[src/sv/cfe_pkg.sv]
// ----------------------------------------------------------------------------
// cfe_pkg
// Shared types, constants and the CRC-8 byte update for the frame encoder.
// ----------------------------------------------------------------------------
package cfe_pkg;

    // configuration register indexes
    localparam logic [1:0] REG_MAX_PAYLOAD = 2'd0;
    localparam logic [1:0] REG_CRC_POLY    = 2'd1;
    localparam logic [1:0] REG_CRC_START   = 2'd2;

    localparam int CFG_INDEX_W = 2;
    localparam int CFG_DATA_W  = 16;

    localparam logic [15:0] MAX_PAYLOAD_RESET = 16'd256;
    localparam logic [7:0]  CRC_POLY_RESET    = 8'h31;
    localparam logic [7:0]  CRC_START_RESET   = 8'h00;

    localparam logic [7:0] SYNC_FIRST  = 8'hAA;
    localparam logic [7:0] SYNC_SECOND = 8'h55;

    // byte positions within the output sequence of one command
    localparam logic [2:0] POS_SYNC1  = 3'd0;
    localparam logic [2:0] POS_SYNC2  = 3'd1;
    localparam logic [2:0] POS_LEN_LO = 3'd2;
    localparam logic [2:0] POS_LEN_HI = 3'd3;
    localparam logic [2:0] POS_DATA   = 3'd4;
    localparam logic [2:0] POS_CRC    = 3'd5;

    localparam int QUEUE_DEPTH_DEFAULT = 4;

    // work handed from the front to the back
    typedef struct packed {
        logic        rej;    // reject result only
        logic        hdr;    // emit sync and length first
        logic        close;  // emit crc byte after the payload byte
        logic [15:0] len;
        logic [7:0]  data;
        logic [7:0]  crc;
    } cmd_t;

    // msb-first crc-8 over one byte, eight bit steps unrolled
    function automatic logic [7:0] crc8_byte(
        input logic [7:0] crc_in,
        input logic [7:0] data,
        input logic [7:0] poly
    );
        logic [7:0] c;
        c = crc_in ^ data;
        for (int i = 0; i < 8; i++)
        begin
            if (c[7])
            begin
                c = {c[6:0], 1'b0} ^ poly;
            end
            else
            begin
                c = {c[6:0], 1'b0};
            end
        end
        return c;
    endfunction

endpackage

[src/sv/crc8_binary_frame_encoder_unit.sv]
// ----------------------------------------------------------------------------
// crc8_binary_frame_encoder_unit
// Wraps payload bytes into frames: 0xAA 0x55, little-endian length, payload,
// CRC-8. Bad starts give one reject result.
// ----------------------------------------------------------------------------
// The input side takes one item per cycle as long as the command queue
// (QUEUE_DEPTH entries) has room; classification and the full eight-bit CRC
// update happen combinationally as the item is accepted. The output side
// delivers one byte per cycle while result_stall is low, so an item that
// opens a frame yields five bytes (six when it also closes it), an ordinary
// payload byte one byte and a payload byte that closes a frame two. Sustained
// throughput is therefore set by the output port at one byte per transfer;
// the queue absorbs header bursts. Configuration is taken whenever
// cfg_write_en is high and should only change while no item is in flight.
// ----------------------------------------------------------------------------
module crc8_binary_frame_encoder_unit #(
    parameter int QUEUE_DEPTH = cfe_pkg::QUEUE_DEPTH_DEFAULT
) (
    input  logic                            clk,
    input  logic                            rst_n,
    input  logic                            cfg_write_en,
    input  logic [cfe_pkg::CFG_INDEX_W-1:0] cfg_index,
    input  logic [cfe_pkg::CFG_DATA_W-1:0]  cfg_data,
    input  logic                            item_valid,
    output logic                            item_stall,
    input  logic [7:0]                      payload_byte,
    input  logic                            start_of_frame,
    input  logic [15:0]                     frame_length,
    output logic                            result_valid,
    input  logic                            result_stall,
    output logic [7:0]                      out_byte,
    output logic                            end_of_frame,
    output logic                            last_of_run,
    output logic                            rejected
);
    import cfe_pkg::*;

    logic push;
    cmd_t push_cmd;
    logic queue_full;
    logic pop;
    logic head_valid;
    cmd_t head_cmd;

    cfe_front u_front (
        .clk            (clk),
        .rst_n          (rst_n),
        .cfg_write_en   (cfg_write_en),
        .cfg_index      (cfg_index),
        .cfg_data       (cfg_data),
        .item_valid     (item_valid),
        .item_stall     (item_stall),
        .payload_byte   (payload_byte),
        .start_of_frame (start_of_frame),
        .frame_length   (frame_length),
        .push           (push),
        .push_cmd       (push_cmd),
        .queue_full     (queue_full)
    );

    cfe_queue #(
        .DEPTH (QUEUE_DEPTH)
    ) u_queue (
        .clk        (clk),
        .rst_n      (rst_n),
        .push       (push),
        .push_cmd   (push_cmd),
        .full       (queue_full),
        .pop        (pop),
        .head_valid (head_valid),
        .head_cmd   (head_cmd)
    );

    cfe_back u_back (
        .clk          (clk),
        .rst_n        (rst_n),
        .head_valid   (head_valid),
        .head_cmd     (head_cmd),
        .pop          (pop),
        .result_valid (result_valid),
        .result_stall (result_stall),
        .out_byte     (out_byte),
        .end_of_frame (end_of_frame),
        .last_of_run  (last_of_run),
        .rejected     (rejected)
    );

endmodule

[src/sv/cfe_front.sv]
// ----------------------------------------------------------------------------
// cfe_front
// Accepts input items, tracks the open frame and running crc, and turns each
// item, except a byte outside a frame, into a command for the output sequencer.
// ----------------------------------------------------------------------------
module cfe_front (
    input  logic                            clk,
    input  logic                            rst_n,
    input  logic                            cfg_write_en,
    input  logic [cfe_pkg::CFG_INDEX_W-1:0] cfg_index,
    input  logic [cfe_pkg::CFG_DATA_W-1:0]  cfg_data,
    input  logic                            item_valid,
    output logic                            item_stall,
    input  logic [7:0]                      payload_byte,
    input  logic                            start_of_frame,
    input  logic [15:0]                     frame_length,
    output logic                            push,
    output cfe_pkg::cmd_t                   push_cmd,
    input  logic                            queue_full
);
    import cfe_pkg::*;

    logic [15:0] max_payload_reg;
    logic [7:0]  crc_poly_reg;
    logic [7:0]  crc_start_reg;
    logic [15:0] remain_reg, remain_next;
    logic [7:0]  crc_reg, crc_next;

    logic        accept;
    logic        bad_len;
    logic [7:0]  crc_base;
    logic [7:0]  crc_new;

    assign item_stall = queue_full;
    assign accept     = item_valid && !queue_full;

    assign bad_len  = (frame_length == 16'd0) || (frame_length > max_payload_reg);
    assign crc_base = start_of_frame ? crc_start_reg : crc_reg;
    assign crc_new  = crc8_byte(crc_base, payload_byte, crc_poly_reg);

    always_comb
    begin
        remain_next = remain_reg;
        crc_next    = crc_reg;
        push        = 1'b0;
        push_cmd    = '0;
        push_cmd.data = payload_byte;
        push_cmd.len  = frame_length;
        push_cmd.crc  = crc_new;
        if (accept)
        begin
            priority if (start_of_frame && bad_len)
            begin
                push         = 1'b1;
                push_cmd.rej = 1'b1;
                remain_next  = 16'd0;
            end
            else if (start_of_frame)
            begin
                push           = 1'b1;
                push_cmd.hdr   = 1'b1;
                push_cmd.close = (frame_length == 16'd1);
                remain_next    = frame_length - 16'd1;
                crc_next       = crc_new;
            end
            else if (remain_reg != 16'd0)
            begin
                push           = 1'b1;
                push_cmd.close = (remain_reg == 16'd1);
                remain_next    = remain_reg - 16'd1;
                crc_next       = crc_new;
            end
            // byte with no frame open is dropped
        end
    end

    always_ff @(posedge clk or negedge rst_n)
    begin
        if (!rst_n)
        begin
            max_payload_reg <= MAX_PAYLOAD_RESET;
            crc_poly_reg    <= CRC_POLY_RESET;
            crc_start_reg   <= CRC_START_RESET;
        end
        else if (cfg_write_en)
        begin
            unique case (cfg_index)
                REG_MAX_PAYLOAD: max_payload_reg <= cfg_data;
                REG_CRC_POLY:    crc_poly_reg    <= cfg_data[7:0];
                REG_CRC_START:   crc_start_reg   <= cfg_data[7:0];
                default:         ;
            endcase
        end
    end

    always_ff @(posedge clk or negedge rst_n)
    begin
        if (!rst_n)
        begin
            remain_reg <= 16'd0;
            crc_reg    <= 8'd0;
        end
        else
        begin
            remain_reg <= remain_next;
            crc_reg    <= crc_next;
        end
    end

endmodule

[src/sv/cfe_queue.sv]
// ----------------------------------------------------------------------------
// cfe_queue
// Small command queue between the front and the output sequencer.
// ----------------------------------------------------------------------------
module cfe_queue #(
    parameter int DEPTH = cfe_pkg::QUEUE_DEPTH_DEFAULT
) (
    input  logic          clk,
    input  logic          rst_n,
    input  logic          push,
    input  cfe_pkg::cmd_t push_cmd,
    output logic          full,
    input  logic          pop,
    output logic          head_valid,
    output cfe_pkg::cmd_t head_cmd
);
    import cfe_pkg::*;

    localparam int PTR_W = (DEPTH > 1) ? $clog2(DEPTH) : 1;
    localparam int CNT_W = $clog2(DEPTH + 1);
    localparam logic [PTR_W-1:0] PTR_LAST = PTR_W'(DEPTH - 1);
    localparam logic [CNT_W-1:0] CNT_FULL = CNT_W'(DEPTH);

    cmd_t             entry_reg [DEPTH];
    logic [PTR_W-1:0] wr_ptr_reg, wr_ptr_next;
    logic [PTR_W-1:0] rd_ptr_reg, rd_ptr_next;
    logic [CNT_W-1:0] count_reg, count_next;

    assign full       = (count_reg == CNT_FULL);
    assign head_valid = (count_reg != '0);
    assign head_cmd   = entry_reg[rd_ptr_reg];

    always_comb
    begin
        wr_ptr_next = wr_ptr_reg;
        rd_ptr_next = rd_ptr_reg;
        count_next  = count_reg;
        if (push)
        begin
            wr_ptr_next = (wr_ptr_reg == PTR_LAST) ? '0 : wr_ptr_reg + 1'b1;
        end
        if (pop)
        begin
            rd_ptr_next = (rd_ptr_reg == PTR_LAST) ? '0 : rd_ptr_reg + 1'b1;
        end
        if (push && !pop)
        begin
            count_next = count_reg + 1'b1;
        end
        else if (pop && !push)
        begin
            count_next = count_reg - 1'b1;
        end
    end

    always_ff @(posedge clk)
    begin
        if (push)
        begin
            entry_reg[wr_ptr_reg] <= push_cmd;
        end
    end

    always_ff @(posedge clk or negedge rst_n)
    begin
        if (!rst_n)
        begin
            wr_ptr_reg <= '0;
            rd_ptr_reg <= '0;
            count_reg  <= '0;
        end
        else
        begin
            wr_ptr_reg <= wr_ptr_next;
            rd_ptr_reg <= rd_ptr_next;
            count_reg  <= count_next;
        end
    end

endmodule

[src/sv/cfe_back.sv]
// ----------------------------------------------------------------------------
// cfe_back
// Output sequencer: walks each queued command through its bytes and holds
// one result in an output register.
// ----------------------------------------------------------------------------
module cfe_back (
    input  logic          clk,
    input  logic          rst_n,
    input  logic          head_valid,
    input  cfe_pkg::cmd_t head_cmd,
    output logic          pop,
    output logic          result_valid,
    input  logic          result_stall,
    output logic [7:0]    out_byte,
    output logic          end_of_frame,
    output logic          last_of_run,
    output logic          rejected
);
    import cfe_pkg::*;

    logic [2:0] step_reg, step_next;
    logic [2:0] pos;
    logic       load;
    logic       last;
    logic [7:0] byte_val;
    logic       eof_val;

    logic       valid_reg, valid_next;
    logic [7:0] byte_reg;
    logic       eof_reg, last_reg, rej_reg;

    // commands without a header start at the payload byte
    assign pos  = head_cmd.hdr ? step_reg : step_reg + POS_DATA;
    assign load = head_valid && (!valid_reg || !result_stall);
    assign last = head_cmd.rej || pos == POS_CRC || (pos == POS_DATA && !head_cmd.close);
    assign pop  = load && last;

    always_comb
    begin
        eof_val = 1'b0;
        unique case (pos)
            POS_SYNC1:  byte_val = SYNC_FIRST;
            POS_SYNC2:  byte_val = SYNC_SECOND;
            POS_LEN_LO: byte_val = head_cmd.len[7:0];
            POS_LEN_HI: byte_val = head_cmd.len[15:8];
            POS_DATA:   byte_val = head_cmd.data;
            POS_CRC:
            begin
                byte_val = head_cmd.crc;
                eof_val  = 1'b1;
            end
            default:    byte_val = 8'd0;
        endcase
        if (head_cmd.rej)
        begin
            byte_val = 8'd0;
            eof_val  = 1'b0;
        end
    end

    always_comb
    begin
        step_next  = step_reg;
        valid_next = valid_reg;
        if (load)
        begin
            step_next  = last ? 3'd0 : step_reg + 3'd1;
            valid_next = 1'b1;
        end
        else if (!result_stall)
        begin
            valid_next = 1'b0;
        end
    end

    always_ff @(posedge clk or negedge rst_n)
    begin
        if (!rst_n)
        begin
            step_reg  <= 3'd0;
            valid_reg <= 1'b0;
        end
        else
        begin
            step_reg  <= step_next;
            valid_reg <= valid_next;
        end
    end

    always_ff @(posedge clk)
    begin
        if (load)
        begin
            byte_reg <= byte_val;
            eof_reg  <= eof_val;
            last_reg <= last;
            rej_reg  <= head_cmd.rej;
        end
    end

    assign result_valid = valid_reg;
    assign out_byte     = byte_reg;
    assign end_of_frame = eof_reg;
    assign last_of_run  = last_reg;
    assign rejected     = rej_reg;

endmodule

[config.mk]
export PLATFORM = sky130hd
export DESIGN_NAME = crc8_binary_frame_encoder_unit
export DESIGN_NICKNAME = d
export VERILOG_FILES = /design/src/sv/cfe_pkg.sv /design/src/sv/crc8_binary_frame_encoder_unit.sv /design/src/sv/cfe_front.sv /design/src/sv/cfe_queue.sv /design/src/sv/cfe_back.sv
export SDC_FILE = /design/constraint.sdc
export NUM_CORES = 1
export LEC_CHECK = 0
export BUFFER_PORTS_ARGS = -buffer_cell sky130_fd_sc_hd__buf_4
export CAP_MARGIN = 25
export CELL_PAD_IN_SITES_DETAIL_PLACEMENT = 0
export CELL_PAD_IN_SITES_GLOBAL_PLACEMENT = 2
export CORE_UTILIZATION = 43
export CTS_CLUSTER_SIZE = 10
export DETAILED_ROUTE_END_ITERATION = 10
export MAX_ROUTING_LAYER = met4
export PLACE_DENSITY_LB_ADDON = 0.1
export SLEW_MARGIN = 20
export SYNTH_ARGS = -nofsm -noshare
export SYNTH_HDL_FRONTEND = slang
export SYNTH_SLANG_ARGS = --single-unit
[constraint.sdc]
create_clock -name clk -period 4.4 [get_ports clk]
set_input_delay 0 -clock clk [delete_from_list [all_inputs] [get_ports clk]]
set_output_delay 0 -clock clk [all_outputs]
set_load 0.01 [all_outputs]
# [Word level (Yosys, flattened, before mapping)]
# Memory sizes are Yosys's and may differ from the RTL's.
# Index checks and enable logic that the tools add are counted.
[word_totals] regBits=78 latchBits=0 mem_bits_rw=140 rom_bits=0 out_inout_bits=13 elab_cells=113 mem_count=1
[memory_table] name="u_queue.entry_reg" words=4 word_bits=35 read_ports=1 rd_ports_with_merged_regs=0 wr=1 line_no="cfe_queue.sv:24" rtl="cmd_t entry_reg [DEPTH];"
[op_classes] add_sub_neg=8 multipliers=0 div_mod_pow=0 n_lt_le_gt_ge=1 n_eq_ne=13 shift=0 mux=36 bitwise_logic=10 reduce_logical=30
[op_table] operator="8-bit 2-to-1 mux" count=11
[op_table] operator="8-bit XOR" count=9
[op_table] operator="16-bit 2-to-1 mux" count=3
[op_table] operator="8-bit one-hot mux with 6 select lines" count=1
[op_table] operator="16-bit by 1-bit equality test with 1-bit output, second input constant" count=2
[op_table] operator="16-bit by 1-bit subtractor with 16-bit output, second input constant" count=2
[op_table] operator="16-bit greater-than comparator" count=1
[op_table] operator="16-bit zero test" count=1
[op_table] operator="16-bit nonzero test" count=1
[op_table] operator="3-bit 2-to-1 mux" count=5
[op_table] operator="1-bit 2-to-1 mux" count=13
[op_table] operator="3-bit equality test, second input constant" count=3
[op_table] operator="2-bit AND reduction" count=4
[op_table] operator="1-bit logical AND" count=7
[op_table] operator="3-bit by 1-bit adder with 3-bit output, second input constant" count=2
[op_table] operator="2-bit equality test, second input constant" count=3
[op_table] operator="3-bit by 2-bit equality test with 1-bit output, second input constant" count=2
[op_table] operator="1-bit zero test" count=6
[op_table] operator="2-bit 2-to-1 mux" count=3
[op_table] operator="3-bit nonzero test" count=2
[op_table] operator="2-bit by 1-bit adder with 2-bit output, second input constant" count=2
[op_table] operator="1-bit logical OR" count=4
[op_table] operator="2-bit nonzero test" count=2
[op_table] operator="3-bit adder, second input constant" count=1
[op_table] operator="8 further kinds" count=8

# [Longest topological paths before layout]
# Gate-level depths: netlist of run 1.
[depth] depth_word=20 mapped_depth=17 depth_no_buf=16

# [Cells and area by module]
# From an unflattened synthesis of run 1, not the netlist that was laid out.
[hier_totals] cells_unflattened=939 hier_area_um2=11728.7
[by_module_without_submodules] mod="cfe_queue" instances=1 cells_per_inst=220 area_per_inst_um2=5522.8
[by_module_without_submodules] mod="cfe_front" instances=1 cells_per_inst=630 area_per_inst_um2=5275.1
[by_module_without_submodules] mod="cfe_back" instances=1 cells_per_inst=89 area_per_inst_um2=930.9

# [Worst setup path before layout of run 1]
# Ideal clock, no wire load.
[synth_path] path_type="register -> register" startpoint="register u_front.crc_reg[6]" endpoint="register u_front.crc_reg[7]" t_arrival_ps=3647 t_required_ps=4275 path_slack_ps=628 stages_incl_launch_ff=14 n_path_buf=0 path_cell_list="dfrtp_1 -> mux2i_4 -> mux2i_2 -> nand2_1 -> a32o_1 -> o21a_1 -> or2_1 -> a2111oi_4 -> a221oi_1 -> o41a_4 -> or4_1 -> nand4_1 -> xnor2_1 -> mux2_2"
[synth_rtl] element="start, declared" line_no="cfe_front.sv:27" rtl="logic [7:0] crc_reg, crc_next;"
[synth_rtl] element="start signal, assigned" line_no="cfe_front.sv:106" rtl="crc_reg <= crc_next;"

==> impl_metrics.env, run 1 <==
export IMPL_synthCells=921
export IMPL_synth_edff_count=151
export IMPL_wl_per_cell_microns=21.1
export IMPL_synthTopCellsByCount="151 x edfxtp_1, 100 x nand2_1, 64 x o21ai_0, 63 x dfrtp_1, 45 x xnor2_1"
export IMPL_fp_dieArea_sq_mm=0.0272
export IMPL_cp_required_ps=4800
export IMPL_first_iter_violations=611
export IMPL_crit_slowest_cell="or4_4"
export IMPL_yosys_area_top_type="edfxtp_1"
export IMPL_syn_area_per_cell_sq_um=12.4
export IMPL_ys_async_sr_fraction_pct=30.7
export IMPL_ys_flop_type="edfxtp_1"
export IMPL_cts_sinks=218
export IMPL_synth_nets=1000
export IMPL_synthAdderAreaFrac_pct=3.47
export IMPL_period_needed_ps=4230
export IMPL_drive_above_1_share_pct=22.4
export IMPL_multi_input_area_sq_mm=0.00497
export IMPL_yosys_warnings=0
export IMPL_fin_area_sq_mm=0.0139
export IMPL_clockBufferDepth=3
export IMPL_synth_top_area_share_pct=39.8
export IMPL_grt_busiest_layer="met2"
export IMPL_final_util_pct=53.5
export IMPL_cts_made_buffers=26
export IMPL_slowest_delay_ps=540
export IMPL_drc=0
export IMPL_synth_compound_area_share_pct=11.2
export IMPL_post_route_period_util_pct=96.2
export IMPL_chipWidth_microns=165
export IMPL_grt_max_degree=68
export IMPL_leakagePower_nw=5.21
export IMPL_synth_most_common_cell="edfxtp_1"
export IMPL_globalRouteMet2Util_pct=37.4
export IMPL_port_buffers=60
export IMPL_ir_worst_vdd_mv=0.575
export IMPL_fill_cells=2291
export IMPL_critPathMaxFanout=10
export IMPL_hold_violations=0
export IMPL_ys_seq_elements=218
export IMPL_fp_dieH_microns=165
export IMPL_largest_reg_flops=140
export IMPL_use_met3_pct=2.49
export IMPL_power_total_w=0.0116
export IMPL_ys_top_cells_by_area="edfxtp_1 40%, dfrtp_1 14%, mux4_2 6.9%, xnor2_1 3.5%, ha_1 3.3%"
export IMPL_hold_path_class="in2reg"
export IMPL_wirelength_microns=30000
export IMPL_max_freq_mhz=236
export IMPL_critPathKind="reg2reg"
export IMPL_use_met1_pct=32.5
export IMPL_num_vias=7976
export IMPL_grt_pass1_wl_microns=46600
export IMPL_outcome="finished clean"
export IMPL_hpwlAfterDp_microns=20700
export IMPL_clock_latency_ps=520
export IMPL_maxSlewViolCount=0
export IMPL_diodes=0
export IMPL_place_gp_congestion=0.834
export IMPL_hold_ws_ps=76.6
export IMPL_drt_pass1_iterations=6
export IMPL_place_area_sq_mm=0.0124
export IMPL_ios=61
export IMPL_ys_types=81
export IMPL_muxShareOfSynthArea_pct=11.1
export IMPL_ant_nets=0
export IMPL_start_kind="register"
export IMPL_maxCapViolCount=0
export IMPL_syn2layout_area_growth_pct=22.2
export IMPL_rows=59
export IMPL_setup_viol=0
export IMPL_synth_top_family_by_area="compound AO/OA/AOI/OAI gates"
export IMPL_yosysSeqAreaShare_pct=54.5
export IMPL_area_sequential_sq_mm=0.00622
export IMPL_grt_overflow_total=0
export IMPL_track_usage_pct=23.6
export IMPL_finalNetCount=1148
export IMPL_root_buffer="clkbuf_16"
export IMPL_worst_pin_slew_ps=983
export IMPL_fp_coreArea_sq_mm=0.0261
export IMPL_crit_path_end_kind="register"
export IMPL_synthSimpleGateAreaFrac_pct=10.5
export IMPL_synth_xor_area_share_pct=6.25
export IMPL_clock_skew_ps=9.58
export IMPL_initial_core_util_pct=43.8
export IMPL_vias_per_cell=5.60
export IMPL_grt_pass1_vias=8072
export IMPL_htree_levels=1
export IMPL_critical_path_cell_chain="mux2i_4, xnor2_2, nor3_2, or4_4, nand2_4, nor2_1, a2111oi_4, buf_4, a221oi_2, buf_4, o41a_4, or4_1, nand4_1, xnor2_2, mux2_2"
export IMPL_relSlewSlack_pct=34.5
export IMPL_path_clk_slew_ps=60
export IMPL_cellPowerDensity_mw_per_mm2=832
export IMPL_cts_tree="done"
export IMPL_netlist_area_sq_mm=0.0114
export IMPL_cp_arrival_ps=4630
export IMPL_antenna_found_initial=0
[critical path: cells and delay by family (launching register included)]
family / cells / cell delay, ps
buf+inv: 2 / 350
simple gates: 6 / 1530
mux: 2 / 570
compound gates: 3 / 860
flops: 1 / 400
xor+xnor: 2 / 390
[layer usage]
metal  part of all wire [%]  wire, microns
met1                     47          14100
met5                      0              0
met2                     47          14200
met3                    3.5           1040
met4                    2.1            631
[cells in the final DEF, fill, tap and decap left out, types with 4 or more instances in the layout]
cell type	synthesis	routed
nor2b_1	6	6
a221oi_1	5	4
xor2_1	22	18
edfxtp_1	151	151
nand3_1	19	19
or3_1	4	4
nand4_1	10	10
a21oi_1	30	30
nand2b_1	4	4
a21o_1	10	10
xor2_2	0	4
and2_1	9	9
clkbuf_16	0	26
mux4_2	35	35
dfrtp_1	63	62
inv_1	33	33
mux2i_1	9	9
xnor2_1	45	39
or4_1	6	6
dfstp_2	4	4
o21a_1	5	5
ha_1	30	30
o21ai_0	64	64
mux2_2	29	29
o22ai_1	9	9
a31oi_1	11	11
a22o_1	11	11
nor2_1	44	44
a211oi_1	7	7
dlygate4sd3_1	0	60
clkbuf_1	35	18
nand2_1	100	100
nor4_1	11	11
xnor2_2	2	7
nor3_1	15	14
buf_4	2	106
[area by class of cell]
class / count / share of cell area (%)
Inverter: 36 / 0.970
Tap cell: 335 / 3.01
Clock inverter: 2 / 0.171
Sequential cell: 218 / 44.6
Multi-Input combinational cell: 619 / 35.7
Timing Repair Buffer: 168 / 10.2
Clock buffer: 46 / 5.35
[logic make-up after synthesis]
family                   Yosys count
AND/OR/NAND/NOR                  249
XOR/XNOR                          73
flip-flops                       218
AO/OA/AOI/OAI                    190
multiplexers                      76
buffers and inverters             84
adder cells (fa/ha/maj)           31
[stage by stage]
step | setup TNS [ps] | cells | worst slack (ps)
after floorplan | 0 | 921 | 628
after global placement | 0 | 1310 | 133
after detailed placement | 0 | 1310 | 78.9
after CTS | 0 | 1418 | 44.2
after global routing | -32.3 | 1424 | -21.2
final | 0 | 1424 | 168
[repair_timing]
action	CTS	global route
gates resized for setup	0	18
setup endpoints to repair	0	40
hold buffers	60	0
buffers inserted	0	6
hold endpoints to repair	198	0
[worst paths after layout]
kind                                          start                          to  slack, ps  cells past startpoint
max                        u_front.crc_start_reg[6]          u_front.crc_reg[7]        170                     15
min                                    cfg_index[0]  u_front.max_payload_reg[5]         80                      4
max in group asynchronous                     rst_n       u_queue.rd_ptr_reg[0]       3510                      2
max reg2reg                u_front.crc_start_reg[6]          u_front.crc_reg[7]        170                     15
min in group asynchronous                     rst_n    u_front.crc_start_reg[1]        150                      2
min reg2reg                     u_back.result_valid         u_back.result_valid        500                      2
[power breakdown]
part	switching, W	total [W]	internal [W]
combinational	0.00329	0.00591	0.00261
clock	0.000797	0.00194	0.00114
sequential	0.000344	0.00374	0.00340
Note: power is estimated with default switching activity, not from simulation.
==> run 2, diff against run 1 <==
- ABC_AREA: unset -> 1
- BUFFER_PORTS_ARGS: -buffer_cell sky130_fd_sc_hd__buf_4 -> -buffer_cell sky130_fd_sc_hd__buf_2
- CORE_UTILIZATION: 43 -> 39
==> run 2 against run 1 <==
The flow now finishes with violations (hold timing). Worst setup slack improved by 890 ps. Count of clock-buffer cells in the layout did not move. Critical endpoint is now u_queue.entry_reg[1][7]. Register-to-register slack improved by 890 ps. Largest power group unchanged. Power fell by 22%. Hold slack got worse by 87 ps. Synthesized cell count rose by 33%.
==> impl_metrics.env, run 2 <==
export IMPL_antenna_found_initial=1
export IMPL_rows=61
export IMPL_place_ws_ps=1030
export IMPL_grt_pass1_vias=8119
export IMPL_synthCells=1227
export IMPL_synthAdderAreaFrac_pct=3.50
export IMPL_leakagePower_nw=5.60
export IMPL_fp_coreArea_sq_mm=0.0282
export IMPL_slowest_delay_ps=390
export IMPL_synthSimpleGateAreaFrac_pct=21.4
export IMPL_drt_pass1_iterations=6
export IMPL_rsz0062_at_grt="false"
export IMPL_root_buffer="clkbuf_16"
export IMPL_yosysSeqAreaShare_pct=54.9
export IMPL_cts_made_buffers=27
export IMPL_ys_types=52
export IMPL_start_kind="register"
export IMPL_hpwlAfterDp_microns=20700
export IMPL_crit_slowest_cell="dfrtp_1"
export IMPL_synth_compound_area_share_pct=11.0
export IMPL_path_clk_slew_ps=60
export IMPL_ctsHoldBuffers=43
export IMPL_ys_top_cells_by_area="edfxtp_1 40%, dfrtp_1 14%, nand2_1 8.3%, o21ai_0 5.3%, nor2_1 5.2%"
export IMPL_place_area_sq_mm=0.0121
export IMPL_outcome="finished with violations"
export IMPL_ys_async_sr_fraction_pct=30.7
export IMPL_ant_nets=0
export IMPL_maxSlewViolCount=0
export IMPL_fp_dieH_microns=172
export IMPL_relSlewSlack_pct=41.8
export IMPL_crit_path_end_kind="register"
export IMPL_clock_latency_ps=540
export IMPL_final_common_cell="nand2_1"
export IMPL_cts_sinks=218
export IMPL_chipWidth_microns=172
export IMPL_wl_per_cell_microns=17.3
export IMPL_cts_tree="done"
export IMPL_hold_ws_ps=-10.6
export IMPL_clockBufferDepth=3
export IMPL_cp_arrival_ps=3620
export IMPL_synth_top_family_by_area="simple AND/OR/NAND/NOR gates"
export IMPL_synthTopCellsByCount="251 x nand2_1, 158 x nor2_1, 151 x edfxtp_1, 119 x o21ai_0, 115 x inv_1"
export IMPL_drc=0
export IMPL_yosys_warnings=0
export IMPL_setup_tns_final_ps=0
export IMPL_cp_required_ps=4670
export IMPL_synth_nets=1306
export IMPL_clock_skew_ps=17.9
export IMPL_power_total_w=0.00906
export IMPL_violations="hold timing"
export IMPL_final_cell_mix="251 x nand2_1, 154 x nor2_1, 151 x edfxtp_1, 119 x o21ai_0, 115 x inv_1"
export IMPL_num_vias=8710
export IMPL_ys_seq_elements=218
export IMPL_setup_viol=0
export IMPL_yosys_area_top_type="edfxtp_1"
export IMPL_syn_area_per_cell_sq_um=9.22
export IMPL_htree_levels=1
export IMPL_initial_core_util_pct=40.2
export IMPL_maxCapViolCount=0
export IMPL_max_freq_mhz=299
export IMPL_hold_path_class="in2reg"
export IMPL_syn2layout_area_growth_pct=18.0
export IMPL_critPathMaxFanout=11
export IMPL_grt_pass1_wl_microns=46500
export IMPL_netlist_area_sq_mm=0.0113
export IMPL_track_usage_pct=21.4
export IMPL_drive_above_1_share_pct=12.5
export IMPL_ir_worst_vdd_mv=0.287
export IMPL_period_needed_ps=3340
export IMPL_setup_ws_ps=1060
export IMPL_place_gp_congestion=0.778
export IMPL_synth_top_area_share_pct=40.1
export IMPL_hold_violations=5
export IMPL_grt_overflow_total=0
export IMPL_cpMostUsedCell="nand2_2"
export IMPL_worst_pin_slew_ps=871
export IMPL_finalNetCount=1415
export IMPL_wirelength_microns=30000
export IMPL_muxShareOfSynthArea_pct=0.0995
export IMPL_critical_path_cell_chain="nand2_1, nand3_1, nand2_2, nand3_2, nand2_4, nand2_1, nand2_2, nand3_2, nand2_2, inv_2, nor2_8, nand3_4, nand3_4, inv_2, nand2_2, nand3_1, nand2_2, nand3_2, nand2_4, inv_2, nor2_8, nand3_1, and2_1"
export IMPL_port_buffers=60
export IMPL_cellPowerDensity_mw_per_mm2=679
export IMPL_ios=61
export IMPL_fin_area_sq_mm=0.0133
export IMPL_fp_dieArea_sq_mm=0.0297
export IMPL_cts_resized=0
export IMPL_post_cts_buffers=0
export IMPL_vias_per_cell=5.02
export IMPL_synth_most_common_cell="nand2_1"
export IMPL_first_iter_violations=552
export IMPL_critPathKind="reg2reg"
export IMPL_largest_reg_flops=140
export IMPL_post_route_period_util_pct=76.0
export IMPL_ys_flop_type="edfxtp_1"
export IMPL_synth_xor_area_share_pct=3.16
export IMPL_grt_max_degree=47
export IMPL_synth_edff_count=151
==> run 2: changes by cell type in the layout (fill, tap and decap cells not counted), sizes merged, moves of 35 or more <==
cell	change
nand3	+70
o21ai	+52
nand2	+167
mux4	-35
nor2	+121
inv	+90
==> run 2: layout make-up <==
| type | count | area [sq um] |
|---|---|---|
| clock inverters | 4 | 38.8 |
| flip-flops and latches | 218 | 6220 |
| inverters | 124 | 465 |
| diodes | 1 | 2.50 |
| repair buffers | 126 | 907 |
| well taps | 378 | 473 |
| fillers | 2686 | 14800 |
| multi-input cells | 839 | 4460 |
| clock buffers | 46 | 777 |
==> run 2: report_power, final <==
group | internal, W | switching, W
clock | 0.00120 | 0.000822
combinational | 0.00124 | 0.00259
sequential | 0.00297 | 0.000243
total | 0.00541 | 0.00365
==> run 2: logic make-up after synthesis <==
group | Yosys count
AO/OA/AOI/OAI | 220
adder cells (fa/ha/maj) | 31
multiplexers | 1
buffers and inverters | 170
flip-flops | 218
XOR/XNOR | 40
AND/OR/NAND/NOR | 547
==> run 2: final timing paths <==
path / startpoint / endpoint / slack (ps) / cells past startpoint
worst max-delay path: u_front.crc_start_reg[7] / u_queue.entry_reg[1][7] / 1060 / 23
worst max register to register: u_front.crc_start_reg[7] / u_queue.entry_reg[1][7] / 1060 / 23
worst min register to register: u_front.max_payload_reg[8] / u_front.max_payload_reg[8] / 480 / 2
max in group asynchronous: rst_n / u_queue.rd_ptr_reg[0] / 3270 / 3
worst min-delay path: cfg_write_en / u_front.max_payload_reg[2] / -10 / 4
min in group asynchronous: rst_n / u_front.max_payload_reg[12] / 90 / 2
==> run 2: per-layer routing <==
| layer | up-vias | global-route usage (%) | routed length, microns |
|---|---|---|---|
| met5 | - | - | 0 |
| met4 | 0 | 4.08 | 436 |
| met3 | 30 | 2.24 | 1330 |
| met2 | 195 | 32.8 | 13400 |
| met1 | 4106 | 30.7 | 14900 |
| li1 | 4379 | - | - |
==> run 2: worst max-delay path: cells and delay by family (launching register included) <==
kind	cells	cell delay, ps
flip-flops	1	390
buffers and inverters	3	170
AND/OR/NAND/NOR	20	2530
==> run 2: metrics by stage <==
| stage | hold slack [ps] | std cells | utilization (%) |
|---|---|---|---|
| 2_1_floorplan | -296 | 1227 | - |
| 3_3_place_gp | 131 | 1641 | 42.9 |
| 3_5_place_dp | 128 | 1641 | 42.9 |
| 4_1_cts | 49.8 | 1734 | 47.3 |
| 5_1_grt | 52.8 | 1736 | 47.4 |
| 6_report | -10.6 | 1736 | 47.4 |
==> run 3, diff against run 2 <==
- clock period: 4.4 -> 3.1 ns (I/O delays scaled with it)
==> run 3 against run 2 <==
The flow finishes with violations (setup timing). Cell count increased by 2.2%. Register-to-register slack got worse by 1100 ps. Clock power increased by 36%. Utilization up 2.2 points. Via count is 2.3% higher. Clock skew is 5.5 ps lower. Combinational power is 65% higher. Maximum frequency increased by 7.4%. Sequential share of layout area down 2.0 points. Worst setup slack got worse by 1100 ps. Sequential cell count unchanged. Critical path type unchanged.
==> impl_metrics.env, run 3 (synthesized netlist as in run 2, its figures left out) <==
export IMPL_outcome="finished with violations"
export IMPL_violations="setup timing"
export IMPL_largest_reg_flops=140
export IMPL_setup_ws_ps=-13.3
export IMPL_num_vias=8909
export IMPL_track_usage_pct=21.5
export IMPL_critPathKind="reg2reg"
export IMPL_start_kind="register"
export IMPL_fp_coreArea_sq_mm=0.0282
export IMPL_hold_violations=0
export IMPL_final_util_pct=49.5
export IMPL_grt_max_degree=51
export IMPL_final_common_cell="nand2_1"
export IMPL_finalNetCount=1456
export IMPL_root_buffer="clkbuf_16"
export IMPL_hpwlAfterDp_microns=20800
export IMPL_period_needed_ps=3110
export IMPL_rows=61
export IMPL_relSlewSlack_pct=38.4
export IMPL_drive_above_1_share_pct=18.8
export IMPL_rsz0062_at_grt="true"
export IMPL_crit_slowest_cell="dfrtp_1"
export IMPL_critical_path_cell_chain="nand2_1, nand3_1, nand2_2, nand3_2, nand2_2, inv_2, nand3_4, buf_4, nand3_2, nor2_2, nor2_4, nand3_4, nand3_4, nand2_4, inv_4, nor2_8, nand3_4, nand3_4, nand2_4, inv_6, nor2_4, nand2_1, nand2_1, and2_4"
export IMPL_port_buffers=60
export IMPL_antenna_found_initial=1
export IMPL_critPathMaxFanout=6
export IMPL_max_freq_mhz=321
export IMPL_drc=0
export IMPL_setup_tns_final_ps=-69.5
export IMPL_path_clk_slew_ps=60
export IMPL_drt_pass1_iterations=5
export IMPL_clockBufferDepth=3
export IMPL_htree_levels=1
export IMPL_place_gp_congestion=0.789
export IMPL_ir_worst_vdd_mv=0.449
export IMPL_maxSlewViolCount=0
export IMPL_ios=61
export IMPL_syn2layout_area_growth_pct=23.3
export IMPL_vias_per_cell=5.02
export IMPL_slowest_delay_ps=390
export IMPL_cts_tree="done"
export IMPL_r2r_slack_ps=-10
export IMPL_final_cell_mix="225 x nand2_1, 151 x edfxtp_1, 147 x nor2_1, 116 x o21ai_0, 112 x inv_1"
export IMPL_post_route_period_util_pct=100
export IMPL_maxCapViolCount=0
export IMPL_hold_ws_ps=41.5
export IMPL_place_ws_ps=-61.6
export IMPL_fp_dieH_microns=172
export IMPL_cts_made_buffers=26
export IMPL_leakagePower_nw=5.86
export IMPL_cp_arrival_ps=3390
export IMPL_crit_path_end_kind="register"
export IMPL_setup_viol=8
export IMPL_first_iter_violations=567
export IMPL_hold_path_class="in2async"
export IMPL_diodes=0
export IMPL_fp_dieArea_sq_mm=0.0297
export IMPL_cts_sinks=218
export IMPL_grt_overflow_total=0
export IMPL_cp_required_ps=3380
export IMPL_clock_latency_ps=530
export IMPL_cellPowerDensity_mw_per_mm2=973
export IMPL_clock_skew_ps=12.4
export IMPL_wirelength_microns=30300
export IMPL_chipWidth_microns=172
export IMPL_worst_pin_slew_ps=922
export IMPL_initial_core_util_pct=40.2
export IMPL_grt_pass1_wl_microns=47000
export IMPL_cpMostUsedCell="nand3_4"
export IMPL_wl_per_cell_microns=17.1
export IMPL_ant_nets=0
export IMPL_fill_cells=2627
export IMPL_grt_pass1_vias=8262
-- run 3: cell types whose count changed in the layout (fill, tap and decap cells not counted), sizes merged --
cell / before / now
nor2: 165 / 166
diode: 1 / 0
buf: 83 / 123
clkinv: 5 / 4
inv: 123 / 122
dlygate4sd3: 43 / 44
-- run 3: layout make-up --
class | count | area [sq um] | area share, %
repair buffers | 167 | 1290 | 9.26
well taps | 378 | 473 | 3.39
flip-flops and latches | 218 | 6220 | 44.6
multi-input cells | 840 | 4740 | 34.0
inverters | 124 | 473 | 3.39
clock buffers | 46 | 736 | 5.27
clock inverters | 2 | 21.3 | 0.152
-- run 3: stage by stage --
step	cells	total power, W	instance area [sq um]
3_5_place_dp	1674	0.0103	12400
3_3_place_gp	1674	0.0103	12400
2_1_floorplan	1227	0.00842	11300
5_1_grt	1775	0.0146	14000
6_report	1775	0.0136	14000
4_1_cts	1772	0.0134	13700
-- run 3: layer usage --
layer | wire length, microns | vias up | GRT usage, %
met1 | 15300 | 4288 | 30.4
met2 | 13700 | 142 | 34.0
met4 | 391 | 0 | 3.50
met5 | 0 | - | -
met3 | 865 | 29 | 2.15
li1 | - | 4450 | -
-- run 3: repair_timing --
| action | CTS | global route |
|---|---|---|
| pin swaps | 13 | 42 |
| gates resized for setup | 19 | 59 |
| setup buffers | 5 | 3 |
| hold buffers | 44 | 0 |
| endpoints found under the hold margin | 197 | 0 |
| setup endpoints to repair | 32 | 42 |
| gates cloned | 1 | 0 |
-- run 3: worst max-delay path, delay by kind of cell (launching register included) --
kind	cells	cell delay, ps
AND/OR/NAND/NOR	20	2160
buffers and inverters	4	310
flip-flops	1	390
-- run 3: power by group --
| group | switching (W) | total (W) | internal, W |
|---|---|---|---|
| registers | 0.000316 | 0.00452 | 0.00421 |
| clock network | 0.00115 | 0.00274 | 0.00159 |
| logic | 0.00398 | 0.00631 | 0.00233 |
| total | 0.00545 | 0.0136 | 0.00813 |
-- run 3: path summary, 6_finish.rpt --
path / start / end / cells past startpoint
worst max register to register: u_front.crc_reg[7] / u_queue.entry_reg[3][4] / 24
worst min register to register: u_front.max_payload_reg[8] / u_front.max_payload_reg[8] / 2
max in group asynchronous: rst_n / u_queue.rd_ptr_reg[0] / 3
worst min-delay path: rst_n / u_front.remain_reg[7] / 3
min in group clk: cfg_write_en / u_front.crc_poly_reg[5] / 3
worst max-delay path: u_front.crc_reg[7] / u_queue.entry_reg[3][4] / 24
